**config.mk**
```make
export PLATFORM = sky130hd
export DESIGN_NAME = ape_fifo
export DESIGN_NICKNAME = d
export VERILOG_FILES = /design/src/ape_fifo.sv
export SDC_FILE = /design/constraint.sdc
export NUM_CORES = 1
export LEC_CHECK = 0
export ABC_AREA = 1
export BUFFER_PORTS_ARGS = -buffer_cell sky130_fd_sc_hd__buf_2
export CAP_MARGIN = 30
export CELL_PAD_IN_SITES_DETAIL_PLACEMENT = 1
export CELL_PAD_IN_SITES_GLOBAL_PLACEMENT = 1
export CORE_MARGIN = 2
export CORE_UTILIZATION = 46
export CTS_CLUSTER_SIZE = 28
export DETAILED_ROUTE_END_ITERATION = 7
export PLACE_DENSITY = 0.83
export SKIP_LAST_GASP = 1
export SYNTH_ARGS = -nofsm -noshare
export SYNTH_HDL_FRONTEND = slang
export SYNTH_SLANG_ARGS = --single-unit
export TNS_END_PERCENT = 5
```
**constraint.sdc**
```tcl
create_clock -name i_clk -period 2.3 [get_ports i_clk]
set_input_delay 0.115 -clock i_clk [delete_from_list [all_inputs] [get_ports i_clk]]
set_output_delay 0.115 -clock i_clk [all_outputs]
set_load 0.02 [all_outputs]
```
**src/ape_fifo.sv**
```systemverilog
// ape_fifo: small first-in first-out queue with flop storage and a registered head
// caller guards against overflow and underflow; no package dependency
module ape_fifo #(
    parameter int WIDTH = 8,
    parameter int DEPTH = 4
) (
    input  logic             i_clk,
    input  logic             i_rst_n,
    input  logic             i_wr,
    input  logic [WIDTH-1:0] i_wdata,
    input  logic             i_rd,
    output logic [WIDTH-1:0] o_rdata,
    output logic             o_empty
);
    localparam int AW = (DEPTH > 1) ? $clog2(DEPTH) : 1;
    localparam int CW = $clog2(DEPTH + 1);

    logic [WIDTH-1:0] r_mem [DEPTH];
    logic [WIDTH-1:0] r_head;
    logic             r_head_vld;
    logic [AW-1:0]    r_wptr;
    logic [AW-1:0]    r_rptr;
    logic [CW-1:0]    r_cnt;
    logic [AW-1:0]    n_wptr;
    logic [AW-1:0]    n_rptr;
    logic             load;
    logic             mem_rd;
    logic             mem_wr;

    always_comb begin
        n_wptr = (r_wptr == AW'(DEPTH - 1)) ? '0 : r_wptr + 1'b1;
        n_rptr = (r_rptr == AW'(DEPTH - 1)) ? '0 : r_rptr + 1'b1;
        // head refills from storage, or straight from the write port when storage is empty
        load   = !r_head_vld || i_rd;
        mem_rd = load && (r_cnt != '0);
        mem_wr = i_wr && !(load && (r_cnt == '0));
    end

    always_ff @(posedge i_clk) begin
        if (!i_rst_n) begin
            r_wptr     <= '0;
            r_rptr     <= '0;
            r_cnt      <= '0;
            r_head_vld <= 1'b0;
        end else begin
            if (mem_wr) begin
                r_wptr <= n_wptr;
            end
            if (mem_rd) begin
                r_rptr <= n_rptr;
            end
            r_cnt <= r_cnt + CW'(mem_wr) - CW'(mem_rd);
            if (load) begin
                r_head_vld <= mem_rd || i_wr;
            end
        end
    end

    always_ff @(posedge i_clk) begin
        if (mem_wr) begin
            r_mem[r_wptr] <= i_wdata;
        end
        if (mem_rd) begin
            r_head <= r_mem[r_rptr];
        end else if (load && i_wr) begin
            r_head <= i_wdata;
        end
    end

    assign o_rdata = r_head;
    assign o_empty = !r_head_vld;

endmodule

```
==> results of run 1 <==
-- final cells by class --
cell class / count / share of cell area [%]
sequential: 50 / 57.7
multi-input combinational: 123 / 25.0
timing repair buffer: 27 / 6.29
clock buffer: 5 / 2.84
inverter: 17 / 2.84
tap: 52 / 2.68
clock inverter: 3 / 2.63
-- report_power, final --
group          internal [mW]  switching, mW
sequential              1.23          0.133
clock                  0.430          0.282
combinational          0.376          0.705
-- state kept, by name (all words and copies together), names as in the netlist, named ones only --
signal      cells
r_mem          32
r_rptr          2
o_rdata         8
r_head_vld      1
r_wptr          2
r_cnt           3
-- repair_timing --
item / 4_1_cts / 5_1_grt
setup endpoints to repair: 0 / 1
resized for setup: 0 / 1
hold endpoints to repair: 0 / 0
setup buffers: 0 / 1
-- worst max-delay path, stage by stage, from the launching register on --
cell and delay, ns:
sky130_fd_sc_hd__dfxtp_1 0.36, sky130_fd_sc_hd__nor2_1 0.16, sky130_fd_sc_hd__nand2_1 0.09, sky130_fd_sc_hd__nand2_2 0.09, sky130_fd_sc_hd__inv_4 0.08, sky130_fd_sc_hd__ha_1 0.27
sky130_fd_sc_hd__inv_1 0.06, sky130_fd_sc_hd__ha_1 0.13, sky130_fd_sc_hd__inv_1 0.05, sky130_fd_sc_hd__fa_1 0.35, sky130_fd_sc_hd__inv_1 0.08, sky130_fd_sc_hd__nand2_1 0.05
sky130_fd_sc_hd__nor3b_1 0.14
-- per-layer routing --
metal	vias to the layer above	GRT usage [%]	part of all wire, %
li1	694	-	-
met1	680	22.6	45
met2	14	31.9	51
met3	6	4.17	2.5
met4	0	6.29	1.6
met5	-	0	0
-- how the worst max path moves through the flow --
stage	start	to	slack, ns	cells after the start
floorplan	r_cnt[1]$_SDFF_PN0_	r_cnt[2]$_SDFF_PN0_	0.39	13
global placement	r_cnt[1]$_SDFF_PN0_	r_cnt[2]$_SDFF_PN0_	0.34	12
detailed placement	r_cnt[1]$_SDFF_PN0_	r_cnt[2]$_SDFF_PN0_	0.28	12
CTS	r_cnt[1]$_SDFF_PN0_	r_cnt[2]$_SDFF_PN0_	0.24	12
global route	r_cnt[1]$_SDFF_PN0_	r_cnt[2]$_SDFF_PN0_	0.003	12
finish	r_cnt[1]$_SDFF_PN0_	r_cnt[2]$_SDFF_PN0_	0.30	12
-- Yosys cell counts --
| library cell | n | area share (%) |
|---|---|---|
| sky130_fd_sc_hd__inv_1 | 14 | 2.5 |
| sky130_fd_sc_hd__ha_1 | 7 | 4.1 |
| sky130_fd_sc_hd__xnor2_1 | 1 | 0.41 |
| sky130_fd_sc_hd__nor2_2 | 9 | 2.6 |
| sky130_fd_sc_hd__buf_12 | 1 | 0.93 |
| sky130_fd_sc_hd__nand2_2 | 2 | 0.58 |
| sky130_fd_sc_hd__a31oi_1 | 1 | 0.29 |
| sky130_fd_sc_hd__buf_4 | 1 | 0.35 |
| sky130_fd_sc_hd__inv_2 | 2 | 0.35 |
| sky130_fd_sc_hd__inv_4 | 1 | 0.29 |
| sky130_fd_sc_hd__a21oi_1 | 1 | 0.23 |
| sky130_fd_sc_hd__dfxtp_1 | 10 | 9.3 |
| sky130_fd_sc_hd__nor2_1 | 39 | 6.8 |
| sky130_fd_sc_hd__buf_6 | 3 | 1.6 |
| sky130_fd_sc_hd__clkbuf_4 | 1 | 0.35 |
| sky130_fd_sc_hd__nand3b_1 | 1 | 0.35 |
| sky130_fd_sc_hd__edfxtp_1 | 40 | 56 |
| sky130_fd_sc_hd__fa_1 | 1 | 0.93 |
| sky130_fd_sc_hd__o21ai_0 | 8 | 1.9 |
| sky130_fd_sc_hd__nor3b_1 | 1 | 0.35 |
| sky130_fd_sc_hd__nand2_1 | 41 | 7.2 |
| sky130_fd_sc_hd__o21ai_1 | 10 | 2.3 |
| sky130_fd_sc_hd__nand3_1 | 1 | 0.23 |
-- cell families (layout without fill, tap and decap cells) --
kind of cell | Yosys count | after routing
flops | 50 | 50
compound gates | 20 | 20
fa+ha+maj | 8 | 8
xor+xnor | 1 | 1
buf+inv | 23 | 52
simple gates | 94 | 94
-- through the flow --
stage	worst slack, ns	hold slack, ns	power [mW]	utilization (%)
2_1_floorplan	0.391	0.208	2.21	-
3_3_place_gp	0.340	0.347	2.41	51.8
3_5_place_dp	0.277	0.347	2.48	51.8
4_1_cts	0.240	0.0263	3.19	54.8
5_1_grt	0.00315	0.0285	3.41	55.0
6_report	0.299	0.0444	3.16	55.0
==> summary by stage, run 1 <==
STA
The final critical delay including setup and external delays is 2.00 ns. The final sum of negative setup slack is 0 ns. The number of failing hold endpoints at the final stage is 0. The transition at the pin with the smallest max-transition slack is 0.506 ns.

The fraction of the cycle the final worst path needs is 87.0%. Setup repair after global routing left no endpoint under its margin. Based on the critical path, the design can be clocked at up to 0.500 GHz.

The largest clock skew in the final design is 0.00683 ns. The max-slew violation total from the final report is 0. Setup violations remaining at the end of the flow were counted as 0. The worst max-slew margin expressed relative to the limit is 66.2%.

CTS
CTS built an H-tree with a depth of 2. The master cell of the clock root buffer is sky130_fd_sc_hd__clkbuf_8. The TritonCTS sink count is 50.

The buffer levels on the longest clock path is 2. The clock latency at the later pin of the worst-skew pair is 0.30 ns. The clock tree from TritonCTS is built. In this run, CTS created clock tree buffers numbering 5.

The clock-pin slew on the worst setup and hold paths is 0.09 ns. In this run, post-CTS hold repair placed 0 buffers.

GRT
After global routing the overflow that remains totals 0. The initial antenna violation count was 0. The first-pass GRT wire length is 6980 µm. The number of global-route vias before repair is 1463. The largest net degree at the start of global routing is 17.

The total routing resource utilization after global routing is 18.4%.

Pwr
In this run the static leakage power is 1.02 nW. Dividing total power by cell area gives a power density of 1300 nW/µm². The largest vdd supply drop is 0.552 mV.

Yosys
The synthesis-stage register bit count is 50. Of the total synthesized cell area, the portion taken by XOR and XNOR cells is 0.409%. The combinational family with the most area after synthesis is simple AND/OR/NAND/NOR gates. Sequential elements use 65.4% of the synthesized area.

The net count after synthesis is 216. The average instance area after synthesis is 10.9 µm². The simple-gate share of the synthesized area is 18.2%. The portion of synthesized area spent on multiplexers is 0%. Synthesis produced a netlist whose cell count is 196. The area of the mapped netlist is 2140 µm².

Counting distinct cell types in the post-synthesis netlist gives 23. Yosys printed 0 warnings. The share of synthesized cell area in full adder, half adder and majority cells is 5.02%. The synthesized netlist devotes 4.73% of its cell area to compound gates.

Place
The number of port buffers is 20. The instance area at placement is 2280 µm². The congestion estimate from routability-driven global placement came to 0.768. Including well taps, the total number of placed cells is 268. The wire-length estimate of the detail-placed layout is 2870 µm.

Worst setup path
The endpoint arrival time on the critical path is 2.20 ns. The setup slack of the most critical reg-to-reg path is 0.30 ns. The critical path startpoint category is a flip-flop. STA puts the critical path data required time at 2.50 ns. The critical-path maximum fanout is 11. The critical path is of the flip-flop to flip-flop type. The kind of end point of the critical path is a flip-flop. For the worst flop-to-flop path, the logic depth is 12. The endpoint of the worst-slack reg-to-reg timing path is r_cnt[2]$_SDFF_PN0_. The origin of the critical flop-to-flop path is r_cnt[1]$_SDFF_PN0_.

Routing
After detailed routing, the number of vias per cell comes to 5.03. The average detailed-routed wire length per instance is 15.1 µm. Summed over all layers, the routed wires come to 4180 µm.

The first-pass detailed-route iteration total is 4. The detailed router's first-iteration violation count is 70. After detailed routing, the number of remaining DRC violations is 0. The number of nets with antenna violations after routing is 0. Summing over every cut layer, the via total after detailed routing is 1394.

Run status
The run finished with clean final reports.

Die
Measured along the y axis, the die boundary spans 72.3 µm. The area of the die is 5220 µm². The initialized floorplan defines 24 standard-cell rows. The initial standard-cell utilization of the core is 48.6%. The floorplan step set the die width to 72.3 µm.

The placeable core region is 4410 µm². The top-level port count is 21.

Min path
The endpoint of the worst hold path is r_mem[0][5]$_DFFE_PP_. Along the worst hold path, the cell count comes to 1. In this run the worst hold path is classified as input pin to flip-flop. The startpoint of the worst hold path is i_wdata[5].

Layout
Summing all multi-input logic gate instances after layout gives 607 µm². Of the cells placed in the final design, the portion with a size suffix greater than 1 is 21.3%. Fill cells in the final layout number 496. The area taken by flip-flops and latches is 1400 µm². In the layout the commonest cells are sky130_fd_sc_hd__nand2_1, sky130_fd_sc_hd__edfxtp_1, sky130_fd_sc_hd__nor2_1. The finished cells cover 2430 µm². The leading cell type in the layout, fill and taps excluded is sky130_fd_sc_hd__nand2_1. In the final design database the tool counted 244 nets. The area growth from synthesis to layout is 13.3%. The total inserted antenna cells is 0.

The final cell count without fillers is 277.

Job
Max-cap violations in this run came to 0.
Note: power is estimated with default switching activity, not from simulation.
==> inputs of run 2 (changes only) <==
--- a/config.mk
+++ b/config.mk
@@ -15,6 +15,7 @@
 export CTS_CLUSTER_SIZE = 28
 export DETAILED_ROUTE_END_ITERATION = 7
 export PLACE_DENSITY = 0.83
+export REMOVE_ABC_BUFFERS = 1
 export SKIP_LAST_GASP = 1
 export SYNTH_ARGS = -nofsm -noshare
 export SYNTH_HDL_FRONTEND = slang
==> summary by stage, run 2 (synthesis results as in run 1) <==
Pwr
The largest vdd supply drop is 0.717 mV (+30%). The power per unit of standard cell area came to 1280 nW/µm² (-1.5%). The total power consumption of the routed design is 3.07 mW (-2.9%). The leakage power total is 1.01 nW (-1.2%).

STA
The worst max-slew margin expressed relative to the limit is 61.9% (-4.3 points). The final sum of negative setup slack was 0 ns (unchanged). The transition at the pin with the smallest max-transition slack came to 0.570 ns (+0.0646 ns). The achievable clock frequency is 0.479 GHz (-4.2%). The largest clock skew in the final design is 0.00606 ns (-0.000772 ns).

The post-route worst setup slack is 0.213 ns (-0.0868 ns). Setup repair after global routing left no endpoint under its margin. The fraction of the cycle the final worst path needs is 90.8% (+3.8 points). The total of endpoints with negative setup slack in the final report is 0 (unchanged). The final critical delay including setup and external delays came to 2.09 ns (+0.0868 ns). The number of failing hold endpoints at the final stage is 0 (unchanged).

The max-slew violation total from the final report is 0 (unchanged).

Layout
The area growth from synthesis to layout is 11.7%. The flip-flop count of the largest register after layout came to 32 (unchanged). The total area of multi-input combinational cells came to 607 µm² (unchanged).

The share of cells above drive strength 1 is 21.4% (+0.095 points). Leaving out fill and tap cells, the most frequent cell in the layout is sky130_fd_sc_hd__nand2_1. The total of fill cells in the finished design came to 499 (+0.60%).

Ranked by flip-flop count, first place goes to r_mem. Leaving out fill and tap cells, the most frequent cells in the layout are sky130_fd_sc_hd__nand2_1, sky130_fd_sc_hd__edfxtp_1, sky130_fd_sc_hd__nor2_1. The final cell count without fillers is 276 (-0.36%).

The total inserted antenna cells is 0 (unchanged). The final-stage net count came to 243 (-0.41%). The area taken by flip-flops and latches is 1400 µm² (unchanged).

Place
The number of port buffers is 20 (unchanged). The routability congestion estimate was 0.747 (-2.8%). The post-placement setup slack was 0.261 ns (-0.0160 ns). The cell count after placement came to 268 (unchanged).

The post-DP HPWL is 2920 µm (+1.8%).

Worst setup path
The worst stage delay on the critical path is 0.41 ns (+0.05 ns). The critical path is of the flip-flop to flip-flop type. Traced cell by cell, the critical path runs through nor2_1 > nand2_1 > nand2_2 > inv_2 > ha_1 > inv_1 > ha_1 > inv_1 > fa_1 > inv_1 > nor2_1 > nor3b_1. The cell with the largest stage delay on the worst path is sky130_fd_sc_hd__dfxtp_1.

The endpoint required time on the critical path is 2.53 ns (+0.03 ns). Among the stages of the critical path, the cell type that occurs most often is sky130_fd_sc_hd__inv_1. The critical-path maximum fanout is 11 (unchanged). The kind of end point of the critical path is a flip-flop. The cell type group with the largest total delay on the critical path is adder cells.

The endpoint arrival time on the critical path is 2.31 ns (+0.11 ns). The total buffers and inverters traversed by the critical path is 4 (unchanged). STA classifies the critical path startpoint as a flip-flop.

Routing
The total via count in the routed design was 1387 (-0.50%). The number of nets with antenna violations after routing was 0 (unchanged). The wire length reported by the detailed router came to 4390 µm (+4.9%).

The total DRC errors in the routed layout is 0 (unchanged). The first-pass detailed-route iteration total is 4 (unchanged). The average detailed-routed wire length per instance is 15.9 µm (+5.3%). The detailed router's first-iteration violation count is 92 (+31%). The post-detailed-route via-to-cell ratio is 5.03 (-0.14%).

CTS
The total number of H-tree levels is 2 (unchanged). The clock tree from TritonCTS is built. The post-cts resize count is 0 (unchanged). The TritonCTS sink count is 50 (unchanged). The hold-fix buffer count after cts is 0 (unchanged).

The number of buffers created by CTS came to 5 (unchanged). The clock-pin slew on the worst setup and hold paths is 0.09 ns (about the same). The buffer levels on the longest clock path is 2 (unchanged). The number of post-CTS setup repair buffers is 0 (unchanged).

The clock latency at the later pin of the worst-skew pair was 0.31 ns (about the same). The master cell of the clock root buffer is sky130_fd_sc_hd__clkbuf_8.

Die
The die height is 72.3 µm (unchanged). The top-level port count is 21 (unchanged). The number of cell rows is 24 (unchanged). The die span in x was 72.3 µm (unchanged). The initial standard-cell utilization of the core was 48.6% (unchanged). The placeable core region was 4410 µm² (unchanged). The area of the die came to 5220 µm² (unchanged).

GRT
The first-pass GRT wire length was 7270 µm (+4.3%). The remaining global-route overflow came to 0 (unchanged). The total routing resource utilization after global routing is 19.1% (+0.69 points). The initial antenna violation count was 0 (unchanged).

The largest net degree at the start of global routing came to 17 (unchanged). The number of global-route vias before repair is 1530 (+4.6%).

Min path
The type of the most critical hold path is input pin to flip-flop.

Run status
The flow ran to the end, and the final reports show no timing, DRC or antenna violations.

Job
The number of maximum-capacitance constraint violations is 0 (unchanged).
[run 2: cell count changes in the layout (fill, tap and decap cells not counted)]
cell                        delta
sky130_fd_sc_hd__clkinv_2      +2
sky130_fd_sc_hd__buf_4         -1
sky130_fd_sc_hd__bufinv_16     -1
sky130_fd_sc_hd__clkinv_1      -1
sky130_fd_sc_hd__inv_2         +1
sky130_fd_sc_hd__inv_4         -1
[run 2: final timing paths]
path	start	end	slack [ns]	depth (start not counted)
worst min-delay path	i_wdata[4]	r_mem[1][4]$_DFFE_PP_	0.04	1
worst max register to register	r_cnt[1]$_SDFF_PN0_	r_cnt[2]$_SDFF_PN0_	0.21	12
worst max-delay path	r_cnt[1]$_SDFF_PN0_	r_cnt[2]$_SDFF_PN0_	0.21	12
worst min register to register	r_rptr[1]$_SDFFE_PN0N_	flip-flop	0.54	2
[run 2: power by group]
part | total, mW | internal (mW) | switching, mW
combinational | 1.09 | 0.374 | 0.721
clock | 0.607 | 0.320 | 0.287
sequential | 1.37 | 1.23 | 0.134
[run 2: cell type report]
| class | instances | share of cell area, % |
|---|---|---|
| Clock inverter | 3 | 1.67 |
| Multi-Input combinational cell | 123 | 25.4 |
| Timing Repair Buffer | 26 | 6.06 |
| Clock buffer | 5 | 2.88 |
| Sequential cell | 50 | 58.5 |
| Tap cell | 52 | 2.72 |
| Inverter | 17 | 2.77 |
[run 2: metrics by stage]
step                hold slack [ns]  cell area, µm²  util [%]
detailed placement            0.353            2280      51.8
global route                 0.0406            2390      54.2
global placement              0.347            2280      51.8
finish                       0.0387            2390      54.2
CTS                          0.0250            2390      54.2
floorplan                     0.208            2070         -
[run 2: worst reg2reg max path, cell delays in order, from the launching register on]
cell	delay, ns
sky130_fd_sc_hd__dfxtp_1	0.41
sky130_fd_sc_hd__nor2_1	0.08
sky130_fd_sc_hd__nand2_1	0.08
sky130_fd_sc_hd__nand2_2	0.06
sky130_fd_sc_hd__inv_2	0.19
sky130_fd_sc_hd__ha_1	0.27
sky130_fd_sc_hd__inv_1	0.05
sky130_fd_sc_hd__ha_1	0.14
sky130_fd_sc_hd__inv_1	0.06
sky130_fd_sc_hd__fa_1	0.36
sky130_fd_sc_hd__inv_1	0.08
sky130_fd_sc_hd__nor2_1	0.05
sky130_fd_sc_hd__nor3b_1	0.17
[run 2: layer usage]
| metal | part of all wire (%) | vias to the layer above | GRT usage [%] |
|---|---|---|---|
| li1 | - | 691 | - |
| met1 | 42 | 657 | 22.0 |
| met2 | 52 | 30 | 35.2 |
| met3 | 4.5 | 9 | 3.89 |
| met4 | 1.7 | 0 | 6.29 |
| met5 | 0 | - | 0 |
