File: src/ape_pkg.sv
// ape_pkg: shared types and constants of the axis projection extent block
// holds configuration, queue entry and result types plus register index codes
// no dependencies
package ape_pkg;

    localparam int CFG_AW = 3;

    localparam logic [CFG_AW-1:0] REG_AXIS_PT_X  = 3'd0;
    localparam logic [CFG_AW-1:0] REG_AXIS_PT_Y  = 3'd1;
    localparam logic [CFG_AW-1:0] REG_AXIS_PT_Z  = 3'd2;
    localparam logic [CFG_AW-1:0] REG_AXIS_DIR_X = 3'd3;
    localparam logic [CFG_AW-1:0] REG_AXIS_DIR_Y = 3'd4;
    localparam logic [CFG_AW-1:0] REG_AXIS_DIR_Z = 3'd5;
    localparam logic [CFG_AW-1:0] REG_INV_NORM   = 3'd6;

    localparam logic signed [31:0] DIR_Z_RST = 32'sh0001_0000;
    localparam logic [31:0]        INV_RST   = 32'h0001_0000;

    localparam logic signed [31:0] Q_MAX32 = 32'sh7FFF_FFFF;
    localparam logic signed [31:0] Q_MIN32 = 32'sh8000_0000;
    localparam logic signed [47:0] DOT_MAX = 48'sh7FFF_FFFF_FFFF;
    localparam logic signed [47:0] DOT_MIN = 48'sh8000_0000_0000;
    localparam logic signed [64:0] HI_POS  = 65'sd281474976710656;
    localparam logic signed [64:0] HI_NEG  = -65'sd281474976710656;
    localparam logic [30:0]        EXT_MAX = 31'h7FFF_FFFF;

    typedef struct packed {
        logic signed [31:0] pt_x;
        logic signed [31:0] pt_y;
        logic signed [31:0] pt_z;
        logic signed [31:0] dir_x;
        logic signed [31:0] dir_y;
        logic signed [31:0] dir_z;
        logic [31:0]        inv;
    } t_axis_cfg;

    typedef struct packed {
        logic signed [31:0] t;
        logic signed [31:0] proj_x;
        logic signed [31:0] proj_y;
        logic signed [31:0] proj_z;
        logic               last;
    } t_mid_item;

    typedef struct packed {
        logic [30:0]        extent;
        logic signed [31:0] center_x;
        logic signed [31:0] center_y;
        logic signed [31:0] center_z;
    } t_result;

endpackage

File: src/ape_back.sv
// ape_back: tracks axis extremes per cloud and forms extent and center
// drains the middle queue, reserves result queue space per cloud; uses ape_pkg
module ape_back #(
    parameter int OQ_DEPTH = 4
) (
    input  logic                i_clk,
    input  logic                i_rst_n,
    input  logic                i_mq_empty,
    input  ape_pkg::t_mid_item  i_mq_item,
    output logic                o_mq_pop,
    input  logic                i_oq_pop,
    output logic                o_res_wr,
    output ape_pkg::t_result    o_res
);
    import ape_pkg::*;

    localparam int CW = $clog2(OQ_DEPTH + 1);

    logic signed [31:0] proj [3];
    logic               take;
    logic               upd_max;
    logic               upd_min;

    logic [CW-1:0]      r_ocred;
    logic               r_seen;
    logic               r_fin_vld;
    logic signed [31:0] r_pos_min;
    logic signed [31:0] r_pos_max;
    logic signed [31:0] r_pmin [3];
    logic signed [31:0] r_pmax [3];
    logic signed [31:0] r_fin_min;
    logic signed [31:0] r_fin_max;
    logic signed [31:0] r_fin_pmin [3];
    logic signed [31:0] r_fin_pmax [3];

    logic signed [31:0] n_pos_min;
    logic signed [31:0] n_pos_max;
    logic signed [31:0] n_pmin [3];
    logic signed [31:0] n_pmax [3];

    logic signed [32:0] ext;
    logic signed [32:0] csum [3];

    assign proj[0] = i_mq_item.proj_x;
    assign proj[1] = i_mq_item.proj_y;
    assign proj[2] = i_mq_item.proj_z;

    // a closing point waits until the result queue has a free slot
    assign take     = !i_mq_empty && (!i_mq_item.last || (r_ocred != '0));
    assign o_mq_pop = take;

    always_comb begin
        upd_max   = !r_seen || (i_mq_item.t > r_pos_max);
        upd_min   = !r_seen || (i_mq_item.t < r_pos_min);
        n_pos_max = upd_max ? i_mq_item.t : r_pos_max;
        n_pos_min = upd_min ? i_mq_item.t : r_pos_min;
        for (int i = 0; i < 3; i++) begin
            n_pmax[i] = upd_max ? proj[i] : r_pmax[i];
            n_pmin[i] = upd_min ? proj[i] : r_pmin[i];
        end
    end

    always_ff @(posedge i_clk) begin
        if (!i_rst_n) begin
            r_ocred   <= CW'(OQ_DEPTH);
            r_seen    <= 1'b0;
            r_fin_vld <= 1'b0;
        end else begin
            r_ocred   <= r_ocred - CW'(take && i_mq_item.last) + CW'(i_oq_pop);
            r_fin_vld <= take && i_mq_item.last;
            if (take) begin
                r_seen <= !i_mq_item.last;
            end
        end
    end

    always_ff @(posedge i_clk) begin
        if (take) begin
            r_pos_max <= n_pos_max;
            r_pos_min <= n_pos_min;
            r_pmax    <= n_pmax;
            r_pmin    <= n_pmin;
        end
        if (take && i_mq_item.last) begin
            r_fin_max  <= n_pos_max;
            r_fin_min  <= n_pos_min;
            r_fin_pmax <= n_pmax;
            r_fin_pmin <= n_pmin;
        end
    end

    // max never falls below min within a cloud, so the span is non-negative
    always_comb begin
        ext = 33'(r_fin_max) - 33'(r_fin_min);
        for (int i = 0; i < 3; i++) begin
            csum[i] = 33'(r_fin_pmin[i]) + 33'(r_fin_pmax[i]);
        end
    end

    assign o_res_wr       = r_fin_vld;
    assign o_res.extent   = (ext[32:31] != 2'b00) ? EXT_MAX : ext[30:0];
    assign o_res.center_x = csum[0][32:1];
    assign o_res.center_y = csum[1][32:1];
    assign o_res.center_z = csum[2][32:1];

endmodule

File: config.mk
export PLATFORM = sky130hd
export DESIGN_NAME = ape_back
export DESIGN_NICKNAME = d
export VERILOG_FILES = /design/src/ape_pkg.sv /design/src/ape_back.sv
export SDC_FILE = /design/constraint.sdc
export NUM_CORES = 1
export LEC_CHECK = 0
export CAP_MARGIN = 10
export CORE_UTILIZATION = 60
export CTS_CLUSTER_DIAMETER = 50
export DETAILED_ROUTE_END_ITERATION = 7
export DONT_BUFFER_PORTS = 1
export GPL_ROUTABILITY_DRIVEN = 0
export PLACE_DENSITY = 0.81
export SYNTH_ARGS = -nofsm -noshare
export SYNTH_HDL_FRONTEND = slang
export SYNTH_SLANG_ARGS = --single-unit
File: constraint.sdc
create_clock -name i_clk -period 40.8 [get_ports i_clk]
set_clock_uncertainty 0.2 [all_clocks]
set_input_delay 2.04 -clock i_clk [delete_from_list [all_inputs] [get_ports i_clk]]
set_output_delay 2.04 -clock i_clk [all_outputs]
set_load 0.05 [all_outputs]
==> summary.txt, run 1 <==
Pwr
  • Pint: 1050 uW
  • Pwr Density: roughly 54 mW/mm^2
  • Sequential Power Share: between 40% and 50%
  • Static leakage: 0.0113 uW
  • Clock share of power: 30.3%
  • Peak supply drop: 0.0431 mV
  • NetSw: 512 uW
  • Comb power frac: 26.4%
  • Switching share of total power: 32.8%

Logic synthesis
  • Post-synth EDFFs: 512
  • Ys async rst share: 0%
  • Share of the yosys chip area belonging to registers: around three fifths
  • Most instantiated library cell after synthesis: edfxtp_1
  • Top_reg_cell synth: edfxtp_1
  • Yosys top cell area share: 57.9%
  • Area of the mapped netlist: 0.0266 mm^2
  • Commonest cells post-synth: edfxtp_1, mux2_2, ha_1
  • Top cells by area, synth: edfxtp_1, mux2_2, ha_1, a21o_1, a21oi_1
  • Synth Register Bits: 517
  • Synthesized instance count: 1,941
  • Synth Warn #: 0
  • Syn Area/Cell: 13.7 um^2
  • Count of different cell masters after synthesis: 75
  • Mapped Nets: approximately 2,300
  • Post-synth top area cell: edfxtp_1

Placement
  • Placed cells: roughly 2,500
  • DP HPWL: between 30,000 and 40,000 um
  • Placed inst area: 0.0274 mm^2
  • Port bufs: 0

Job
  • Max-Cap Viols: 0

Timing
  • Post-route setup TNS: 0 ns
  • Min Tclk post-route: 6.88 ns
  • Endpoints failing setup: 0
  • Hold Fails Final Rpt: 0
  • RSZ-0062 raised after global routing: false
  • Worst slew pin tran: 1.33 ns
  • Slew Limit Fails: 0
  • FMAX: about 0.15 GHz
  • Final Cycle Share: between 10% and 20%
  • Slew headroom: 10.5%

Clock network
  • Clock sinks: 517
  • H-tree depth: 2
  • Clock transition at path regs: roughly 0.060 ns
  • Clock latency on the worst-skew pair: 0.60 ns
  • CTS Buffer Depth: 3
  • Setup repair bufs after CTS: 0
  • Post-CTS Resized: 0
  • Post-CTS Hold Buffers: 0
  • Root buffer cell: clkbuf_16
  • CTS tree: built
  • TritonCTS buffer count: 54

Final layout
  • Antenna cell count: 0
  • Final non-filler cell total: ~2,600
  • Share of cells above drive strength 1: a little under a fifth
  • Area Overhead vs Synth: 9.59%
  • Final Instance Area: 0.0291 mm^2
  • Final Net Count: 2,313

Setup path
  • Critical Path AT: 4.64 ns
  • Depth of the worst register-to-register path: 12
  • Reg2reg end: r_fin_max[24]$_DFFE_PP_
  • Crit path to: o_res[121]
  • Worst reg2reg setup slack: 35.65 ns
  • CP Launch Type: register
  • Worst setup EP type: output port
  • R2R Path Start: r_pos_max[31]$_DFFE_PP_
  • Crit. Startpoint: r_fin_max[0]$_DFFE_PP_
  • Req. time, crit path: 38.56 ns
  • Setup Crit Path Kind: reg2out
  • Crit path max fanout: 28

Floorplanning
  • Initial Util: 61.3%
  • # rows: 76
  • Core area: 0.0434 mm^2
  • Io pins: 262
  • Die height: 212 um
  • DIE AREA: around 0.045 mm^2
  • Die X: 212 um

Min path
  • Hold WC Path Type: reg2reg
  • Hold Path Depth: 1

Route
  • Remaining DRCs: 0
  • Vias: 15,900
  • Routed wire length: 55,800 um
  • Starting DRT DRC Count: 1,095
  • Vias per std cell: 6.09
  • DRT antenna net count: 0
  • WL/cell: 21.4 um
  • Drt first pass iters: 7

Global route
  • Vias in the first global route: around 16,000
  • Total global routing overflow: 0
  • Initial antenna violation count: 0
  • Overall routing resource usage: 24.6%
  • First-pass GRT wire length: 86,600 um
  • Largest net degree at the start of global routing: 125

Outcome
  • Status: finished clean
==> sequential cells by signal, indices dropped and copies added, names as in the netlist, 3 cells and up <==
name        flops
r_pos_min      32
r_pmin         96
r_fin_min      32
r_pmax         96
r_fin_max      32
r_fin_pmin     96
r_ocred         3
r_fin_pmax     96
r_pos_max      32
==> how the worst min path moves through the flow <==
stage                                      from                       end  slack, ns
after global routing       r_pmax[15]$_DFFE_PP_  r_fin_pmax[15]$_DFFE_PP_       0.38
after CTS                  r_pmin[92]$_DFFE_PP_  r_fin_pmin[92]$_DFFE_PP_       0.36
after detailed placement  r_ocred[1]$_SDFF_PN0_     r_ocred[2]$_SDFF_PN1_       0.35
after global placement    r_ocred[1]$_SDFF_PN0_     r_ocred[2]$_SDFF_PN1_       0.34
after floorplan             r_seen$_SDFFE_PN0P_       r_seen$_SDFFE_PN0P_       0.32
final                      r_pmin[92]$_DFFE_PP_  r_fin_pmin[92]$_DFFE_PP_       0.36
==> layout make-up <==
class	instances	area, um^2
well taps	585	732
clock inverters	29	263
flip-flops and latches	517	15500
repair buffers	25	215
inverters	125	477
multi-input cells	1262	10500
fillers	3032	14300
clock buffers	70	1440
==> worst max-delay path: stages, from the launching register on <==
cell and delay (ns):
edfxtp_1 0.39, inv_1 0.08, ha_1 0.15, inv_1 0.05, fa_1 0.41, a21o_1 0.25
a221oi_4 0.36, a21oi_2 0.16, o31ai_2 0.48, a21oi_1 0.14, a211o_1 0.37, a211oi_2 0.28
o21ai_2 0.17, buf_8 0.20, o21ai_1 0.56
==> power groups by stage <==
| stage | Combinational [uW] | Clock, uW | Sequential (uW) |
|---|---|---|---|
| 5_1_grt | 440 | 500 | 682 |
| 6_report | 413 | 474 | 676 |
| 3_5_place_dp | 409 | 0 | 687 |
| 4_1_cts | 411 | 483 | 677 |
| 3_3_place_gp | 398 | 0 | 684 |
| 2_1_floorplan | 334 | 0 | 700 |
==> layout by cell type, fill, tap and decap left out, types with 5 or more instances in the layout <==
cell	instances
o21bai_1	11
nand3_1	25
dfxtp_1	5
and3_1	13
a31oi_1	12
clkbuf_1	14
a21o_1	86
ha_1	190
inv_1	124
nand2b_1	13
o21ai_1	8
o21a_1	20
mux2_2	256
nor2b_1	10
and2_1	12
xor2_1	44
buf_4	21
nand2_1	103
nor3_1	14
xnor2_1	67
o31ai_1	8
a21oi_1	127
o21ai_0	58
clkbuf_16	55
nor2_1	58
clkinv_1	11
clkinv_2	8
a211oi_1	6
nand4_1	19
fa_1	5
or3_1	7
a211o_1	7
edfxtp_1	512
==> stage by stage <==
stage               hold slack (ns)  power, uW  util (%)  setup slack (ns)
finish                        0.362       1560      67.1             33.92
floorplan                     0.318       1030         -             16.04
CTS                           0.365       1570      67.1             33.72
global placement              0.338       1080      63.1             34.07
detailed placement            0.351       1100      63.1             34.01
global route                  0.381       1620      67.1             33.76
==> layer usage <==
metal  global-route usage, %  routed length [um]  vias to the layer above
met2                    42.2               27800                      495
met3                    7.15                4530                      102
met5                       0                   0                        -
met4                    8.16                1440                        0
met1                    29.7               22100                     7845
li1                        -                   -                     7460
==> logic make-up (layout without fill, tap and decap cells) <==
group | count (synthesis) | in the layout | share of synthesized area [%]
flip-flops | 517 | 517 | 58.3
AO/OA/AOI/OAI | 400 | 400 | 9.92
AND/OR/NAND/NOR | 296 | 296 | 5.40
multiplexers | 260 | 260 | 11.0
adder cells (fa/ha/maj) | 195 | 195 | 9.33
buffers and inverters | 162 | 249 | 2.43
XOR/XNOR | 111 | 111 | 3.66
Power figures use the tool's default switching activity.
==> inputs of run 2 (changes only) <==
- clock period: 40.8 -> 6.54 ns (I/O delays scaled with it)
==> run 2 against run 1 <==
  * Clock power rose to 6.9 times the previous value
  * Global-route usage up 2.2 points
  * Die area unchanged
  * Sequential power rose to 6.3 times the previous value
  * Total power rose to 6.5 times the previous value
  * Highest routed layer is now met5
  * Non-clock buffer count up 127
  * Worst hold slack worse by 0.31 ns
  * Critical endpoint is now o_res[62]
  * Critical path depth down 4
  * Routed wire length up 8.1%
  * Count of clock-buffer cells in the layout down 9
  * Combinational power rose to 6.5 times the previous value
==> summary.txt, run 2 (synthesis gave the netlist of run 1 again) <==
Clock network
  • TritonCTS buffer count: 56 (+3.7%)
  • Clock transition at path regs: 0.07 ns (about the same)
  • Clock sinks: 517 (unchanged)
  • Post-CTS Resized: 0 (unchanged)
  • Clock latency on the worst-skew pair: 0.60 ns (about the same)
  • CTS tree: built
  • Root buffer cell: clkbuf_16
  • H-tree depth: 2 (unchanged)
  • CTS Buffer Depth: 3 (unchanged)

Final layout
  • Most frequent cells in the layout: edfxtp_1, mux2_2, ha_1
  • Area Overhead vs Synth: 15.3%
  • Final Net Count: 2,442 (+5.6%)
  • Commonest non-fill, non-tap cell in the layout: edfxtp_1
  • Share of cells above drive strength 1: 18.4% (-0.35 points)
  • Final Instance Area: 0.0306 mm^2 (+5.2%)

Timing
  • Slew headroom: 8.91% (-1.6 points)
  • RSZ-0062 raised after global routing: false
  • Endpoints failing setup: 0 (unchanged)
  • Hold slack: 0.0517 ns (-0.310 ns)
  • Slew Limit Fails: 0 (unchanged)
  • FMAX: 0.203 GHz
  • Final Cycle Share: 75.3%
  • Worst slew pin tran: 1.36 ns (+0.0238 ns)
  • Min Tclk post-route: between 4 and 5 ns
  • Hold Fails Final Rpt: 0 (unchanged)
  • Final WS setup: 1.61 ns (-32.31 ns)

Global route
  • Largest net degree at the start of global routing: 144 (+15%)
  • Overall routing resource usage: 26.8% (+2.2 points)
  • First-pass GRT wire length: 94,100 um (+8.6%)
  • Initial antenna violation count: 3 (+3)
  • Vias in the first global route: 17,500 (+7.1%)
  • Total global routing overflow: 0 (unchanged)

Outcome
  • Status: finished clean

Setup path
  • Req. time, crit path: 6.01 ns (-32.55 ns)
  • Worst reg2reg setup slack: 2.24 ns (-33.41 ns)
  • Critical Path AT: 4.40 ns (-0.24 ns)
  • Most used cell, CP: nand2_1
  • Crit path max fanout: 6 (-79%)
  • Worst path cell trace: ha_1, nand2_1, or3_1, o21bai_1, a21o_1, a22oi_1, a31oi_1, nand2_1, o21ai_0, xor2_1
  • CP Launch Type: register
  • CP peak stage delay: 0.88 ns (+0.32 ns)
  • CP max-delay cell: xor2_1
  • Setup Crit Path Kind: reg2out
  • Worst setup EP type: output port

Floorplanning
  • Die X: 212 um (unchanged)
  • Io pins: 262 (unchanged)
  • # rows: 76 (unchanged)
  • Die height: 212 um (unchanged)
  • Core area: 0.0434 mm^2 (unchanged)
  • Initial Util: 61.3% (unchanged)
  • DIE AREA: 0.0451 mm^2 (unchanged)

Route
  • Remaining DRCs: 0 (unchanged)
  • DRT antenna net count: 0 (unchanged)
  • Routed wire length: 60,400 um (+8.1%)
  • Starting DRT DRC Count: 1,327 (+21%)
  • WL/cell: 22.0 um (+2.8%)
  • Drt first pass iters: 5 (-2)
  • Vias per std cell: 6.13 (+0.71%)
  • Vias: 16,800 (+5.9%)

Pwr
  • Peak supply drop: 0.314 mV (+630%)
  • Pwr Density: 332 mW/mm^2 (+520%)
  • Pwr Total: 10,200 uW (+550%)
  • Static leakage: 0.0119 uW (+5.4%)

Placement
  • Place WS: 2.20 ns (-31.81 ns)
  • DP HPWL: 38,600 um (+0.19%)
  • Port bufs: 0 (unchanged)
  • Placed inst area: 0.0274 mm^2 (about the same)

Min path
  • Hold WC Path Type: in2reg

Job
  • Max-Cap Viols: 0 (unchanged)
==> run 2: cell types whose count changed in the layout (fill, tap and decap cells not counted), sizes merged <==
| cell | previous run | this run |
|---|---|---|
| clkinv | 21 | 20 |
| inv | 127 | 128 |
| bufinv | 4 | 8 |
| buf | 25 | 21 |
| dlygate4sd3 | 0 | 131 |
| clkinvlp | 2 | 11 |
| diode | 0 | 3 |
| clkbuf | 70 | 61 |
==> run 2: layout make-up <==
| class | instances | area, um^2 |
|---|---|---|
| fillers | 2794 | 12700 |
| clock buffers | 61 | 1440 |
| inverters | 125 | 473 |
| well taps | 585 | 732 |
| flip-flops and latches | 517 | 15500 |
| multi-input cells | 1262 | 10500 |
| diodes | 3 | 7.51 |
| repair buffers | 152 | 1530 |
| clock inverters | 42 | 462 |
==> run 2: worst max-delay path, delay by kind of cell (launching register included) <==
family                     cells  cell delay [ns]
adders and majority gates      1             0.46
AOI/OAI and AO/OA              5             1.50
DFF                            1             0.40
xor gates and xnor gates       1             0.88
and+or+nand+nor                3             0.55
==> run 2: final timing paths <==
path | end | start | cells after the start
worst max-delay path | o_res[62] | r_fin_pmax[36]$_DFFE_PP_ | 10
worst min-delay path | r_pmax[65]$_DFFE_PP_ | i_mq_empty | 2
worst max register to register | r_pmin[48]$_DFFE_PP_ | r_pos_min[2]$_DFFE_PP_ | 12
worst min register to register | r_ocred[2]$_SDFF_PN1_ | r_ocred[1]$_SDFF_PN0_ | 2
==> run 2: what timing repair did <==
action,CTS,global route
hold buffers,131,0
hold endpoints to repair,517,0
buffers inserted,0,0
==> run 2: metal layers <==
layer | wire length [um] | up-vias | track usage, %
met5 | 13 | - | 0
met1 | 24000 | 8299 | 32.9
li1 | - | 7737 | -
met3 | 4450 | 141 | 6.54
met4 | 1950 | 2 | 9.60
met2 | 30000 | 658 | 45.9
==> run 2: where the power goes <==
part / switching (uW) / internal, uW / total (uW) / leakage, uW
combinational: 1890 / 782 / 2670 / 0.00605
clock: 1340 / 1920 / 3260 / 0.000904
sequential: 119 / 4110 / 4230 / 0.00493
total: 3350 / 6810 / 10200 / 0.0119
==> run 2: stage by stage <==
step | util [%] | setup TNS [ns] | std cells
2_1_floorplan | - | -664.49 | 1941
4_1_cts | 70.6 | 0 | 2743
6_report | 70.7 | 0 | 2747
3_5_place_dp | 63.2 | 0 | 2509
3_3_place_gp | 63.2 | 0 | 2509
5_1_grt | 70.6 | 0 | 2746
